## src/rtl/core/nps_pkg.sv

```systemverilog
`timescale 1ns / 1ps

package nps_pkg;

    localparam int IDX_W        = 48;
    localparam int SIZE_REGS    = 4;
    localparam int AX_W         = 2;
    localparam int CNT_W        = 3;
    localparam int AXIS_W       = 8;
    localparam int DEF_MAX_DIMS = 4;
    localparam int DEF_DIM_BITS = 12;
    localparam int ADDR_W       = 5;
    localparam int DATA_W       = 32;

    typedef logic [2:0] t_reg_idx;
    typedef logic [1:0] t_status;

    localparam t_reg_idx REG_DIM_CNT = 3'd0;
    localparam t_reg_idx REG_SIZE0   = 3'd1;
    localparam t_reg_idx REG_SIZE1   = 3'd2;
    localparam t_reg_idx REG_SIZE2   = 3'd3;
    localparam t_reg_idx REG_SIZE3   = 3'd4;
    localparam t_reg_idx REG_AXIS    = 3'd5;

    localparam t_status ST_OK          = 2'd0;
    localparam t_status ST_AXIS_RANGE  = 2'd1;
    localparam t_status ST_AXIS_REPEAT = 2'd2;
    localparam t_status ST_BEYOND      = 2'd3;

    localparam logic [CNT_W-1:0]  RST_DIM_CNT = 3'd1;
    localparam logic [AXIS_W-1:0] RST_AXIS    = 8'd228;

endpackage

```

## src/rtl/core/nps_mac_cell.sv

```systemverilog
`timescale 1ns / 1ps

module nps_mac_cell #(
    parameter int MAX_DIMS = nps_pkg::DEF_MAX_DIMS,
    parameter int DIM_BITS = nps_pkg::DEF_DIM_BITS
) (
    input  logic                              i_clk,
    input  logic                              i_rst_n,
    input  logic                              i_en,
    input  logic                              i_v,
    input  logic                              i_flag,
    input  logic [nps_pkg::IDX_W-1:0]         i_acc,
    input  logic [MAX_DIMS-1:0][DIM_BITS-1:0] i_crd,
    input  logic [MAX_DIMS-1:0]               i_pick,
    input  logic [DIM_BITS-1:0]               i_ext,
    output logic                              o_v,
    output logic                              o_flag,
    output logic [nps_pkg::IDX_W-1:0]         o_acc,
    output logic [MAX_DIMS-1:0][DIM_BITS-1:0] o_crd
);
    import nps_pkg::*;

    logic                              r_v, r_flag;
    logic [IDX_W-1:0]                  r_acc, n_acc;
    logic [MAX_DIMS-1:0][DIM_BITS-1:0] r_crd;
    logic [DIM_BITS-1:0]               w_c;
    logic [IDX_W+DIM_BITS-1:0]         w_prod;

    // horner step: acc * extent + coordinate of this input axis
    always_comb begin
        w_c = '0;
        for (int d = 0; d < MAX_DIMS; d++) begin
            if (i_pick[d]) begin
                w_c = w_c | i_crd[d];
            end
        end
        w_prod = i_acc * i_ext;
        n_acc  = w_prod[IDX_W-1:0] + IDX_W'(w_c);
    end

    always_ff @(posedge i_clk) begin
        if (!i_rst_n) begin
            r_v <= 1'b0;
        end else if (i_en) begin
            r_v <= i_v;
        end
    end

    always_ff @(posedge i_clk) begin
        if (i_en) begin
            r_acc  <= n_acc;
            r_flag <= i_flag;
            r_crd  <= i_crd;
        end
    end

    assign o_v    = r_v;
    assign o_flag = r_flag;
    assign o_acc  = r_acc;
    assign o_crd  = r_crd;

endmodule

```

## config.mk

```make
export PLATFORM = sky130hd
export DESIGN_NAME = nps_mac_cell
export DESIGN_NICKNAME = d
export VERILOG_FILES = /design/src/rtl/core/nps_pkg.sv /design/src/rtl/core/nps_mac_cell.sv
export SDC_FILE = /design/constraint.sdc
export NUM_CORES = 1
export LEC_CHECK = 0
export ABC_AREA = 1
export ABC_CLOCK_PERIOD_IN_PS = 6600
export BUFFER_PORTS_ARGS = -buffer_cell sky130_fd_sc_hd__buf_2
export CAP_MARGIN = 10
export CORE_AREA = 2 2 164 326
export CTS_CLUSTER_DIAMETER = 200
export CTS_CLUSTER_SIZE = 40
export DETAILED_ROUTE_END_ITERATION = 10
export DIE_AREA = 0 0 166 328
export GPL_TIMING_DRIVEN = 0
export HOLD_SLACK_MARGIN = 0.02
export PLACE_DENSITY = 0.65
export SYNTH_ARGS = -nofsm -noshare
export SYNTH_HDL_FRONTEND = slang
export SYNTH_SLANG_ARGS = --single-unit
```

## constraint.sdc

```tcl
create_clock -name i_clk -period 6.6 [get_ports i_clk]
set_clock_uncertainty 0.2 [all_clocks]
set_input_delay 0.99 -clock i_clk [delete_from_list [all_inputs] [get_ports i_clk]]
set_output_delay 0.99 -clock i_clk [all_outputs]
set_load 0.01 [all_outputs]
```

==> results of run 1 <==
worst max path at each step:
| stage | from | end | slack (ns) | cells past startpoint |
|---|---|---|---|---|
| 2_1_floorplan | i_ext[1] | o_acc[34] | 0.79 | 21 |
| 3_3_place_gp | i_ext[10] | o_acc[47] | -1.32 | 23 |
| 3_5_place_dp | i_ext[10] | o_acc[47] | -1.34 | 23 |
| 4_1_cts | i_ext[3] | o_acc[47] | 0.004 | 22 |
| 5_1_grt | i_ext[1] | o_acc[22] | -0.00006 | 20 |
| 6_report | i_ext[10] | o_acc[22] | 0.14 | 18 |
state kept, by name, summed over array words and instances (netlist names):
name	cells
o_acc	48
o_crd	48
o_flag	1
o_v	1
kinds of logic (layout without fill, tap and decap cells):
kind of cell / Yosys count / count (layout) / share of synthesized area, %
buf+inv: 836 / 1052 / 15.3
flops: 98 / 98 / 14.3
other cells: 0 / 2 / 0
fa+ha+maj: 514 / 514 / 46.2
simple gates: 946 / 946 / 18.8
xor+xnor: 33 / 33 / 1.41
compound gates: 133 / 133 / 3.98
cell type report:
cell class | count | share of cell area, %
Multi-Input combinational cell | 1626 | 63.5
Sequential cell | 98 | 12.8
Inverter | 735 | 12.1
Timing Repair Buffer | 206 | 4.63
Tap cell | 660 | 3.62
Buffer | 95 | 1.99
Clock buffer | 9 | 0.987
Clock inverter | 7 | 0.356
Antenna cell | 2 | 0.0219
per-layer routing:
metal  vias to the layer above  GRT usage (%)
met5                         -              0
met4                         4           24.6
met3                       316           3.14
met2                       724           48.6
met1                      8332           23.6
li1                       7768              -
stage by stage:
| stage | instance area, um^2 | instances | setup WS, ns |
|---|---|---|---|
| final | 22800 | 3438 | 0.143 |
| after global routing | 22800 | 3437 | -0.0000626 |
| after CTS | 22800 | 3440 | 0.00371 |
| after detailed placement | 22400 | 3426 | -1.34 |
| after global placement | 22400 | 3425 | -1.32 |
| after floorplan | 20600 | 2560 | 0.790 |
timing repair:
item                                    4_1_cts  5_1_grt
setup buffers                                 0        0
cloned                                        0        0
endpoints found under the setup margin       36       21
resized for setup                            38       65
hold endpoints to repair                      0        0
worst register-to-register path: cells and delay by family, from the launching register on:
family	cells	cell delay [ns]
flip-flops	1	0.31
AO/OA/AOI/OAI	2	0.20
placed cells by master, fill, tap and decap left out, types with 40 or more instances in the layout:
cell type,n
nand2_1,744
inv_1,725
fa_1,409
buf_2,220
ha_1,105
edfxtp_1,97
nor2_1,95
a21oi_1,53
nand3_1,42
clkbuf_1,40
==> out/results.tsv, run 1 <==
metric	value	unit
grt total ovfl	0	
HP Class	reg2reg	
top-count cell post-synth	nand2_1	
H-tree depth	3	
register area	2930	um^2
Post-synth EDFFs	97	
Tmin final	6.46	ns
Die ar.	54400	um^2
final wirelength	68200	um
maximum capacitance violations	0	
Seq/Total Area, Yosys	14.3	%
hold_buf cts	0	
area leader, netlist	fa_1	
crit path max fanout	11	
share of the synthesized area in the top cell type	39.8	%
CP max stage delay	0.56	ns
Die X	166	um
number of global-route vias before repair	18800	
global-route wire length before repair	105000	um
final setup TNS	0	ns
DRT Pass-1 Iters	6	
Core Region	51800	um^2
CP Cell Sequence	buf_2 > clkbuf_4 > nand2_1 > inv_1 > fa_1 > fa_1 > fa_1 > fa_1 > inv_1 > fa_1 > inv_1 > ha_1 > a21oi_1 > o21ai_0 > a21oi_1 > nand2_2 > a21oi_2 > xnor2_1	
initial antenna violation count	3	
#FFs+latches synth	98	
GRT Util Overall	25.8	%
Area growth syn-to-layout	11.1	%
hold depth	2	
Fillers	5236	
DR WL/cell	19.8	um
critical path type	in2reg	
Commonest cells post-synth	nand2_1 (744), inv_1 (725), fa_1 (409), ha_1 (105), edfxtp_1 (97)	
Post-Syn Instances	2560	
Reg2Reg Depth	2	
vias	17100	
root buffer cell	clkbuf_16	
I/O Buffers	205	
Synth cell types	39	
Num Clock Sinks	98	
Finished Core Util	44.0	%
WP data required	6.52	ns
num rows	118	
Hold WS	0.343	ns
Met3 Routed Length	3160	um
Initial Util	39.7	%
final net count	3402	
syn_nets	3191	
pin count of the biggest net entering global routing	70	
dominant synthesized flop cell	edfxtp_1	
Worst-path clk slew	0.07	ns
Crit. End Element	register	
DRT antenna net count	0	
Ports	215	
Worst Setup Start Kind	input port	
Hold Path Sink	o_v	
Fin. Hold Viols	0	
HPWL after detailed placement	58800	um
Metal-1 WL	21100	um
fraction of registers with async set/reset	0	%
# setup viols final	0	
RSZ-0062 raised after global routing	yes	
TritonCTS Buffers	9	
Slew headroom	49.6	%
Worst-Margin Slew	0.756	ns
metal2 WL	36100	um
Initial DRC Count	1031	
DR DRC count	0	
CP Buf/Inv Count	5	
Peak Freq	0.155	GHz
Via density	4.99	
Die Y	328	um
Mapped Avg Cell Area	8.03	um^2
GP Congestion	0.959	
area occupied by multi-input gates	14500	um^2
Final Cycle Share	97.8	%
CP most frequent cell	fa_1	
CTS tree	built	
min-delay src	o_v	
Data arrival, critical path	6.37	ns
Critical R2R Capture	o_v	
uppermost routed layer	met5	
delay-heaviest family, CP	adder cells	
later-pin clock latency in the skew report	0.37	ns
status	finished, final reports clean	
slowest CP cell	fa_1	
Yosys warnings	0	
post-synthesis cell area	20600	um^2
Clock Path Buffers	2	
top post-synthesis cells by area	fa_1 (40%), edfxtp_1 (14%), nand2_1 (14%), inv_1 (13%), ha_1 (6.4%)	
Critical R2R Launch	o_v	
layout cells sized above 1	12.1	%
Reg2Reg Setup Slack	5.77	ns
max-slew violations	0	
Power of run 1 is not shown: default switching activity piles up to over one toggle a cycle in this logic, so the estimate is an artifact.
==> inputs of run 2 (changes only) <==
--- a/config.mk
+++ b/config.mk
@@ -14,7 +14,6 @@
 export CTS_CLUSTER_SIZE = 40
 export DETAILED_ROUTE_END_ITERATION = 10
 export DIE_AREA = 0 0 166 328
-export GPL_TIMING_DRIVEN = 0
 export HOLD_SLACK_MARGIN = 0.02
 export PLACE_DENSITY = 0.65
 export SYNTH_ARGS = -nofsm -noshare
==> run 2 against run 1 <==
Register-to-register slack about the same. Sequential share of layout area is 0.46 points lower. Worst setup slack better by 0.43 ns. Critical path depth is 4 higher. Wire length fell by 3.6%.
==> out/results.tsv, run 2 (same netlist as run 1, synthesis figures left out) <==
metric	value	unit
Core Region	51800	um^2
maximum capacitance violations	0	
number of global-route vias before repair	19500	
DR WL/cell	18.8	um
root buffer cell	clkbuf_16	
delay-heaviest family, CP	adder cells	
CTS tree	built	
global-route wire length before repair	104000	um
critical path type	in2reg	
GRT Util Overall	25.1	%
final setup TNS	0	ns
most common cell after layout, fill and taps aside	nand2_1	
Area growth syn-to-layout	15.2	%
Initial Util	39.7	%
final wirelength	65800	um
Via density	4.98	
I/O Buffers	214	
Fillers	5157	
register area	2930	um^2
Crit. End Element	register	
HPWL after detailed placement	56700	um
Initial DRC Count	826	
CP max stage delay	0.55	ns
Fin. Hold Viols	0	
CP Cell Sequence	buf_2 > buf_12 > nand2_1 > fa_1 > inv_1 > ha_1 > inv_1 > fa_1 > inv_1 > fa_1 > inv_1 > fa_1 > inv_1 > ha_1 > a21oi_1 > o21a_1 > a21boi_0 > nor2_1 > nor2_1 > nand2_1 > nand2_1 > nand2_1	
CTS resizes	0	
max-slew violations	0	
grt total ovfl	0	
HP Class	reg2reg	
GP Congestion	0.986	
Final Cycle Share	91.3	%
DRT antenna net count	0	
Worst-Margin Slew	0.941	ns
vias	17400	
Final WS setup	0.573	ns
status	finished, final reports clean	
Hold WS	0.347	ns
Worst-path clk slew	0.08	ns
pin count of the biggest net entering global routing	71	
H-tree depth	3	
Clock Path Buffers	2	
area occupied by multi-input gates	14500	um^2
WP data required	6.54	ns
Die ar.	54400	um^2
Die X	166	um
num rows	118	
Data arrival, critical path	5.97	ns
# setup viols final	0	
Setup WS pre-CTS	0.199	ns
Peak Freq	0.166	GHz
DR DRC count	0	
crit path max fanout	28	
layout cells sized above 1	15.3	%
final net count	3462	
CP Buf/Inv Count	7	
later-pin clock latency in the skew report	0.37	ns
RSZ-0062 raised after global routing	no	
Die Y	328	um
commonest non-fill, non-tap cells in the layout	nand2_1 (744), inv_1 (725), fa_1 (409)	
Tmin final	6.03	ns
TritonCTS Buffers	9	
hold_buf cts	0	
Post-CTS Setup Inserts	0	
initial antenna violation count	5	
Slew headroom	37.2	%
slowest CP cell	fa_1	
DRT Pass-1 Iters	8	
CP most frequent cell	inv_1	
Worst Setup Start Kind	input port	
Num Clock Sinks	98	
Ports	215	
==> run 2: changes by cell type in the layout (fill, tap and decap cells not counted), moves of 2 or more <==
cell,previous run,this run
a21oi_1,53,55
a21oi_2,6,4
buf_12,0,16
buf_2,220,213
buf_4,2,132
clkbuf_1,40,0
clkbuf_2,26,0
clkbuf_4,11,0
inv_8,2,0
==> run 2: routing by layer <==
layer / track usage (%) / part of all wire [%] / vias up
li1: - / - / 7874
met1: 22.1 / 30 / 8513
met2: 49.0 / 55 / 718
met3: 2.90 / 4.3 / 311
met4: 22.3 / 11 / 10
met5: 0 / 0.074 / -
==> run 2: worst paths after layout <==
path	from	to	slack (ns)	cells after the start
max	i_ext[0]	o_acc[32]	0.57	22
min	o_v	o_v	0.35	2
min reg2reg	o_v	o_v	0.35	2
max reg2reg	o_v	o_v	5.76	2
==> run 2: area by class of cell <==
type                       instances  area share, %
antenna                            1         0.0106
clock buffer                       9          0.951
clock inverter                     7          0.354
inverter                         735           11.7
multi-input combinational       1626           61.1
sequential                        98           12.4
tap                              660           3.49
timing repair buffer             361           10.0
==> run 2: worst min-delay path, stage by stage, from the launching register on <==
cell and delay [ns]:
dfxtp_1 0.31, o21ai_0 0.15, a21oi_1 0.04
==> run 2: through the flow <==
stage | area (um^2) | cells | util (%)
global placement | 23400 | 3480 | 45.1
floorplan | 20600 | 2560 | -
finish | 23700 | 3497 | 45.7
detailed placement | 23400 | 3480 | 45.1
global route | 23700 | 3496 | 45.7
CTS | 23700 | 3496 | 45.7
Power of run 2 is left out for the same reason.
