**config.mk**
```make
export PLATFORM = sky130hd
export DESIGN_NAME = nps_div_cell
export DESIGN_NICKNAME = d
export VERILOG_FILES = /design/src/rtl/core/nps_pkg.sv /design/src/rtl/core/nps_div_cell.sv
export SDC_FILE = /design/constraint.sdc
export NUM_CORES = 1
export LEC_CHECK = 0
export BUFFER_PORTS_ARGS = -buffer_cell sky130_fd_sc_hd__buf_2
export CORE_AREA = 2 2 115 89
export CTS_CLUSTER_SIZE = 12
export DETAILED_ROUTE_END_ITERATION = 7
export DIE_AREA = 0 0 117 91
export PLACE_DENSITY = 0.79
export SYNTH_ARGS = -nofsm -noshare
export SYNTH_HDL_FRONTEND = slang
export SYNTH_SLANG_ARGS = --single-unit
```
**constraint.sdc**
```tcl
create_clock -name i_clk -period 3 [get_ports i_clk]
set_input_delay 0.15 -clock i_clk [delete_from_list [all_inputs] [get_ports i_clk]]
set_output_delay 0.15 -clock i_clk [all_outputs]
set_load 0.05 [all_outputs]
```
**src/rtl/core/nps_pkg.sv**
```systemverilog
`timescale 1ns / 1ps

package nps_pkg;

    localparam int IDX_W        = 48;
    localparam int SIZE_REGS    = 4;
    localparam int AX_W         = 2;
    localparam int CNT_W        = 3;
    localparam int AXIS_W       = 8;
    localparam int DEF_MAX_DIMS = 4;
    localparam int DEF_DIM_BITS = 12;
    localparam int ADDR_W       = 5;
    localparam int DATA_W       = 32;

    typedef logic [2:0] t_reg_idx;
    typedef logic [1:0] t_status;

    localparam t_reg_idx REG_DIM_CNT = 3'd0;
    localparam t_reg_idx REG_SIZE0   = 3'd1;
    localparam t_reg_idx REG_SIZE1   = 3'd2;
    localparam t_reg_idx REG_SIZE2   = 3'd3;
    localparam t_reg_idx REG_SIZE3   = 3'd4;
    localparam t_reg_idx REG_AXIS    = 3'd5;

    localparam t_status ST_OK          = 2'd0;
    localparam t_status ST_AXIS_RANGE  = 2'd1;
    localparam t_status ST_AXIS_REPEAT = 2'd2;
    localparam t_status ST_BEYOND      = 2'd3;

    localparam logic [CNT_W-1:0]  RST_DIM_CNT = 3'd1;
    localparam logic [AXIS_W-1:0] RST_AXIS    = 8'd228;

endpackage

```
**src/rtl/core/nps_div_cell.sv**
```systemverilog
`timescale 1ns / 1ps

module nps_div_cell #(
    parameter int MAX_DIMS  = nps_pkg::DEF_MAX_DIMS,
    parameter int DIM_BITS  = nps_pkg::DEF_DIM_BITS,
    parameter int DIM       = 0,
    parameter bit LAST_STEP = 1'b0
) (
    input  logic                                          i_clk,
    input  logic                                          i_rst_n,
    input  logic                                          i_en,
    input  logic                                          i_v,
    input  logic [nps_pkg::IDX_W-1:0]                     i_quo,
    input  logic [DIM_BITS-1:0]                           i_rem,
    input  logic [MAX_DIMS-1:0][DIM_BITS-1:0]             i_crd,
    input  logic [DIM_BITS-1:0]                           i_div,
    output logic                                          o_v,
    output logic [nps_pkg::IDX_W-1:0]                     o_quo,
    output logic [DIM_BITS-1:0]                           o_rem,
    output logic [MAX_DIMS-1:0][DIM_BITS-1:0]             o_crd
);
    import nps_pkg::*;

    logic                             r_v;
    logic [IDX_W-1:0]                 r_quo, n_quo;
    logic [DIM_BITS-1:0]              r_rem, n_rem;
    logic [MAX_DIMS-1:0][DIM_BITS-1:0] r_crd, n_crd;
    logic [DIM_BITS:0]                w_sh, w_dif;
    logic                             w_ge;

    // one restoring division step
    always_comb begin
        w_sh  = {i_rem, i_quo[IDX_W-1]};
        w_ge  = (w_sh >= {1'b0, i_div});
        w_dif = w_sh - {1'b0, i_div};
        n_quo = {i_quo[IDX_W-2:0], w_ge};
        n_crd = i_crd;
        if (w_ge) begin
            n_rem = w_dif[DIM_BITS-1:0];
        end else begin
            n_rem = w_sh[DIM_BITS-1:0];
        end
        if (LAST_STEP) begin
            n_crd[DIM] = n_rem;
            n_rem      = '0;
        end
    end

    always_ff @(posedge i_clk) begin
        if (!i_rst_n) begin
            r_v <= 1'b0;
        end else if (i_en) begin
            r_v <= i_v;
        end
    end

    always_ff @(posedge i_clk) begin
        if (i_en) begin
            r_quo <= n_quo;
            r_rem <= n_rem;
            r_crd <= n_crd;
        end
    end

    assign o_v   = r_v;
    assign o_quo = r_quo;
    assign o_rem = r_rem;
    assign o_crd = r_crd;

endmodule

```
==> impl_results.html <==
<table>
<tr><th>Metric</th><th>Value</th></tr>
<tr><th colspan="2">Synthesis</th></tr>
<tr><td>Fraction of synthesized area in multiplexers</td><td>roughly 4.3%</td></tr>
<tr><td>Xor and xnor area share after synthesis</td><td>1.69%</td></tr>
<tr><td>Avg Inst Size Synth</td><td>~19 um^2</td></tr>
<tr><td>Number of cells produced by synthesis</td><td>219</td></tr>
<tr><td>Area fraction in compound gates after synthesis</td><td>under 10%</td></tr>
<tr><td>Area of the mapped netlist</td><td>4140 um^2</td></tr>
<tr><td>Flip-flop cell with the highest count after synthesis</td><td>sky130_fd_sc_hd__edfxtp_1</td></tr>
<tr><td>Post-synthesis sequential element count</td><td>109</td></tr>
<tr><td>Total of warnings raised by yosys</td><td>0</td></tr>
<tr><td>Combinational family with the most area after synthesis</td><td>simple AND/OR/NAND/NOR gates</td></tr>
<tr><td>Fraction of the mapped netlist area in simple logic gates</td><td>4.72%</td></tr>
<tr><td>Share of synthesized area occupied by flip-flops and latches</td><td>78.9%</td></tr>
<tr><td>Number of distinct library cells after synthesis</td><td>37</td></tr>
<tr><td>Synthesized-area fraction occupied by adder cells</td><td>between 4 and 5%</td></tr>
<tr><td>Number of enable flip-flop cells after synthesis</td><td>108</td></tr>
<tr><td>Post-synthesis async set-or-reset flop share</td><td>0%</td></tr>
<tr><td>Net count after synthesis</td><td>356</td></tr>
<tr><th colspan="2">Power and ir drop</th></tr>
<tr><td>Peak supply drop</td><td>418 uV</td></tr>
<tr><td>Comb pwr share</td><td>25.5%</td></tr>
<tr><td>Part of the power in the clock network</td><td>28.1%</td></tr>
<tr><td>Register share of total power</td><td>46.4%</td></tr>
<tr><td>Cell Int Power</td><td>approximately 2.7 mW</td></tr>
<tr><td>Leakage power figure</td><td>2.95 nW</td></tr>
<tr><td>Total Power Consumption</td><td>approximately 4.0 mW</td></tr>
<tr><td>Switching share of power</td><td>a little under a third</td></tr>
<tr><td>Pwr Density</td><td>598 nW/um^2</td></tr>
<tr><td>Net load switching power</td><td>1.28 mW</td></tr>
<tr><th colspan="2">Clocking</th></tr>
<tr><td>Number of buffers created by CTS</td><td>9</td></tr>
<tr><td>Worst skew pair latency</td><td>0.33 ns</td></tr>
<tr><td>Clock root buffer</td><td>sky130_fd_sc_hd__clkbuf_16</td></tr>
<tr><td>TritonCTS clock tree</td><td>yes</td></tr>
<tr><td>Post-CTS setup buffer count</td><td>0</td></tr>
<tr><td>Number of H-tree levels</td><td>3</td></tr>
<tr><td>Clock buffer depth</td><td>2</td></tr>
<tr><td>Clock slew at reported path FFs</td><td>around 0.070 ns</td></tr>
<tr><td>CTS sink count</td><td>between 100 and 150</td></tr>
<tr><th colspan="2">Worst setup path</th></tr>
<tr><td>Crit path capture type</td><td>flop</td></tr>
<tr><td>Reg2Reg Depth</td><td>2</td></tr>
<tr><td>CP Launch Type</td><td>input port</td></tr>
<tr><td>Worst reg2reg setup slack</td><td>2.40 ns</td></tr>
<tr><td>Startpoint-to-endpoint class of the critical path</td><td>in -&gt; reg</td></tr>
<tr><td>Required time at the worst-slack endpoint</td><td>3.08 ns</td></tr>
<tr><td>Maximum net fanout on the critical path</td><td>7</td></tr>
<tr><td>Worst R2R Start</td><td>o_v$_SDFFE_PN0P_</td></tr>
<tr><td>Critical Path AT</td><td>2.32 ns</td></tr>
<tr><td>Capturing point of the worst reg2reg path</td><td>o_v$_SDFFE_PN0P_</td></tr>
<tr><th colspan="2">Worst hold path</th></tr>
<tr><td>Hold Crit Class</td><td>in -&gt; reg</td></tr>
<tr><td>Hold Path End</td><td>o_v$_SDFFE_PN0P_</td></tr>
<tr><td>Hold-critical path depth</td><td>2</td></tr>
<tr><td>Hold path start</td><td>i_rst_n</td></tr>
<tr><th colspan="2">Detailed routing</th></tr>
<tr><td>Post-route antenna net violation count</td><td>0</td></tr>
<tr><td>Number of DRC violations after detailed-routing iteration 0</td><td>between 200 and 250</td></tr>
<tr><td>Total Wirelength</td><td>11.9 mm</td></tr>
<tr><td>Number of search-and-repair iterations in the first detailed-routing pass</td><td>4</td></tr>
<tr><td>Number of vias after detailed routing</td><td>3271</td></tr>
<tr><td>Wire length per cell</td><td>17.2 um</td></tr>
<tr><td>DRC violations left</td><td>0</td></tr>
<tr><td>Routed via count divided by cell count</td><td>between 4 and 5</td></tr>
<tr><th colspan="2">Floorplan</th></tr>
<tr><td>Std-Cell Rows</td><td>31</td></tr>
<tr><td>Die area</td><td>around 11000 um^2</td></tr>
<tr><td>Horizontal die dimension</td><td>117 um</td></tr>
<tr><td>Starting Density</td><td>43.5%</td></tr>
<tr><td>Ports placed on the boundary</td><td>233</td></tr>
<tr><td>Total core area</td><td>9500 um^2</td></tr>
<tr><td>Height of the die</td><td>just over 90 um</td></tr>
<tr><th colspan="2">Finish</th></tr>
<tr><td># nets final</td><td>695</td></tr>
<tr><td>Most frequent standard cell in the layout excluding fill and tap cells</td><td>sky130_fd_sc_hd__buf_2</td></tr>
<tr><td>Design Area, Final</td><td>6730 um^2</td></tr>
<tr><td>Fraction of the core area covered by cells at the end of the flow</td><td>70.8%</td></tr>
<tr><td>Area growth syn-to-layout</td><td>62.8%</td></tr>
<tr><td>Highest-count cells in the layout ignoring fill and taps</td><td>231 x sky130_fd_sc_hd__buf_2, 108 x sky130_fd_sc_hd__edfxtp_1, 95 x sky130_fd_sc_hd__dlygate4sd3_1, 15 x sky130_fd_sc_hd__inv_1, 12 x sky130_fd_sc_hd__ha_1</td></tr>
<tr><td>Share of final-layout standard cells stronger than drive strength 1</td><td>a little under half</td></tr>
<tr><th colspan="2">STA</th></tr>
<tr><td>Worst-case clock skew</td><td>0 ns</td></tr>
<tr><td>Number of failing hold endpoints at the final stage</td><td>0</td></tr>
<tr><td>Final-report setup violation count</td><td>0</td></tr>
<tr><td>WHS</td><td>0.0430 ns</td></tr>
<tr><td>Maximum clock frequency</td><td>0.446 GHz</td></tr>
<tr><td>Sum of negative setup slack</td><td>0 ns</td></tr>
<tr><td>Fin. max-slew vios</td><td>0</td></tr>
<tr><td>Unrepaired setup endpoints after global routing</td><td>false</td></tr>
<tr><td>Shortest clock period the worst path allows after layout</td><td>roughly 2.2 ns</td></tr>
<tr><td>Part of the cycle the worst path needs</td><td>about 75%</td></tr>
<tr><td>Actual slew at the worst max-slew pin</td><td>roughly 0.7 ns</td></tr>
<tr><td>Relative max-transition margin</td><td>54.4%</td></tr>
<tr><th colspan="2">GRT</th></tr>
<tr><td>Initial antenna violation count</td><td>1</td></tr>
<tr><td>Wire length of the first global-routing pass</td><td>17.6 mm</td></tr>
<tr><td>Global-route usage over all layers</td><td>between 20% and 30%</td></tr>
<tr><td>Pin count of the biggest net entering global routing</td><td>59</td></tr>
<tr><td>Vias in the first global route</td><td>between 3000 and 4000</td></tr>
<tr><td>Residual overflow from global routing</td><td>0</td></tr>
<tr><th colspan="2">Status</th></tr>
<tr><td>Run status</td><td>completed</td></tr>
<tr><th colspan="2">Place</th></tr>
<tr><td>Area of placed instances</td><td>between 5000 and 6000 um^2</td></tr>
<tr><td>Placer's final routability congestion estimate</td><td>0.841</td></tr>
<tr><td>Buffers on Ports</td><td>between 200 and 250</td></tr>
<tr><td>Detailed-placement wirelength estimate</td><td>~7.4 mm</td></tr>
<tr><th colspan="2">Run</th></tr>
<tr><td>Max_cap viols</td><td>0</td></tr>
</table>
[how the worst max path moves through the flow]
| stage | start | to | slack, ns | cells past startpoint |
|---|---|---|---|---|
| after CTS | i_div[1] | o_rem[2]$_DFFE_PP_ | 0.78 | 10 |
| final | i_div[1] | o_rem[2]$_DFFE_PP_ | 0.76 | 10 |
| after global placement | i_div[1] | o_rem[2]$_DFFE_PP_ | 0.48 | 10 |
| after global routing | i_div[1] | o_rem[2]$_DFFE_PP_ | 0.71 | 10 |
| after floorplan | i_div[1] | o_rem[10]$_DFFE_PP_ | 0.60 | 9 |
| after detailed placement | i_div[1] | o_rem[2]$_DFFE_PP_ | 0.42 | 10 |
[routing by layer]
metal,global-route usage (%),wire length (um)
met1,24.7,4510
met2,39.9,6190
met3,6.01,967
met4,7.25,264
met5,0,0
[timing repair]
action | in CTS | in global routing
hold endpoints to repair | 95 | 0
resized for setup | 0 | 0
hold buffers | 95 | 0
[through the flow]
step | setup WS (ns) | cells
floorplan | 0.597 | 219
global placement | 0.481 | 584
detailed placement | 0.422 | 584
CTS | 0.784 | 695
global route | 0.706 | 696
finish | 0.759 | 696
[registers in the layout, indices dropped and copies added (netlist names)]
signal	count
o_crd	48
o_quo	48
o_rem	12
o_v	1
[cells in the mapped netlist (2+ instances only)]
cell type / instances / share of area [%]
sky130_fd_sc_hd__nand3_1: 9 / 1.1
sky130_fd_sc_hd__nand2_1: 4 / 0.36
sky130_fd_sc_hd__xnor2_1: 5 / 1.1
sky130_fd_sc_hd__mux2_2: 3 / 0.82
sky130_fd_sc_hd__xor2_1: 3 / 0.64
sky130_fd_sc_hd__a21oi_1: 5 / 0.61
sky130_fd_sc_hd__mux2i_1: 4 / 0.97
sky130_fd_sc_hd__nor2b_1: 5 / 0.76
sky130_fd_sc_hd__inv_1: 15 / 1.4
sky130_fd_sc_hd__o21ai_0: 3 / 0.36
sky130_fd_sc_hd__mux2_4: 7 / 2.5
sky130_fd_sc_hd__ha_1: 12 / 3.6
sky130_fd_sc_hd__edfxtp_1: 108 / 78
sky130_fd_sc_hd__o31a_1: 2 / 0.42
sky130_fd_sc_hd__nor3_1: 3 / 0.36
sky130_fd_sc_hd__o21a_1: 2 / 0.36
sky130_fd_sc_hd__nor2_1: 9 / 0.82
[worst max-delay path, cell delays in order]
cell,delay (ns)
sky130_fd_sc_hd__buf_2,0.11
sky130_fd_sc_hd__inv_1,0.05
sky130_fd_sc_hd__ha_1,0.28
sky130_fd_sc_hd__nor2b_4,0.13
sky130_fd_sc_hd__o31a_1,0.27
sky130_fd_sc_hd__o31a_1,0.29
sky130_fd_sc_hd__o311a_4,0.32
sky130_fd_sc_hd__nor4_4,0.15
sky130_fd_sc_hd__buf_4,0.21
sky130_fd_sc_hd__mux2_2,0.35
[power groups by stage]
| stage | clock network [mW] | logic, mW | registers (mW) |
|---|---|---|---|
| 2_1_floorplan | 0 | 0.174 | 2.37 |
| 3_3_place_gp | 0 | 0.906 | 1.89 |
| 3_5_place_dp | 0 | 0.921 | 1.89 |
| 4_1_cts | 1.16 | 1.02 | 1.86 |
| 5_1_grt | 1.22 | 1.08 | 1.88 |
| 6_report | 1.13 | 1.03 | 1.87 |
[area by class of cell]
class                   count  area, um^2
flip-flops and latches    109        3260
fillers                   612        2770
repair buffers            330        2150
multi-input cells          93         797
clock buffers               9         225
well taps                 132         165
clock inverters             7        71.3
inverters                  15        56.3
diodes                      1        2.50
[cell families (layout without fill, tap and decap cells)]
family          count (synthesis)  in the layout
simple gates                   35             35
xor+xnor                        8              8
fa+ha+maj                      13             13
buf+inv                        17            361
other cells                     0              1
flops                         109            109
mux                            14             14
compound gates                 23             23
(Power assumes the default switching activity.)
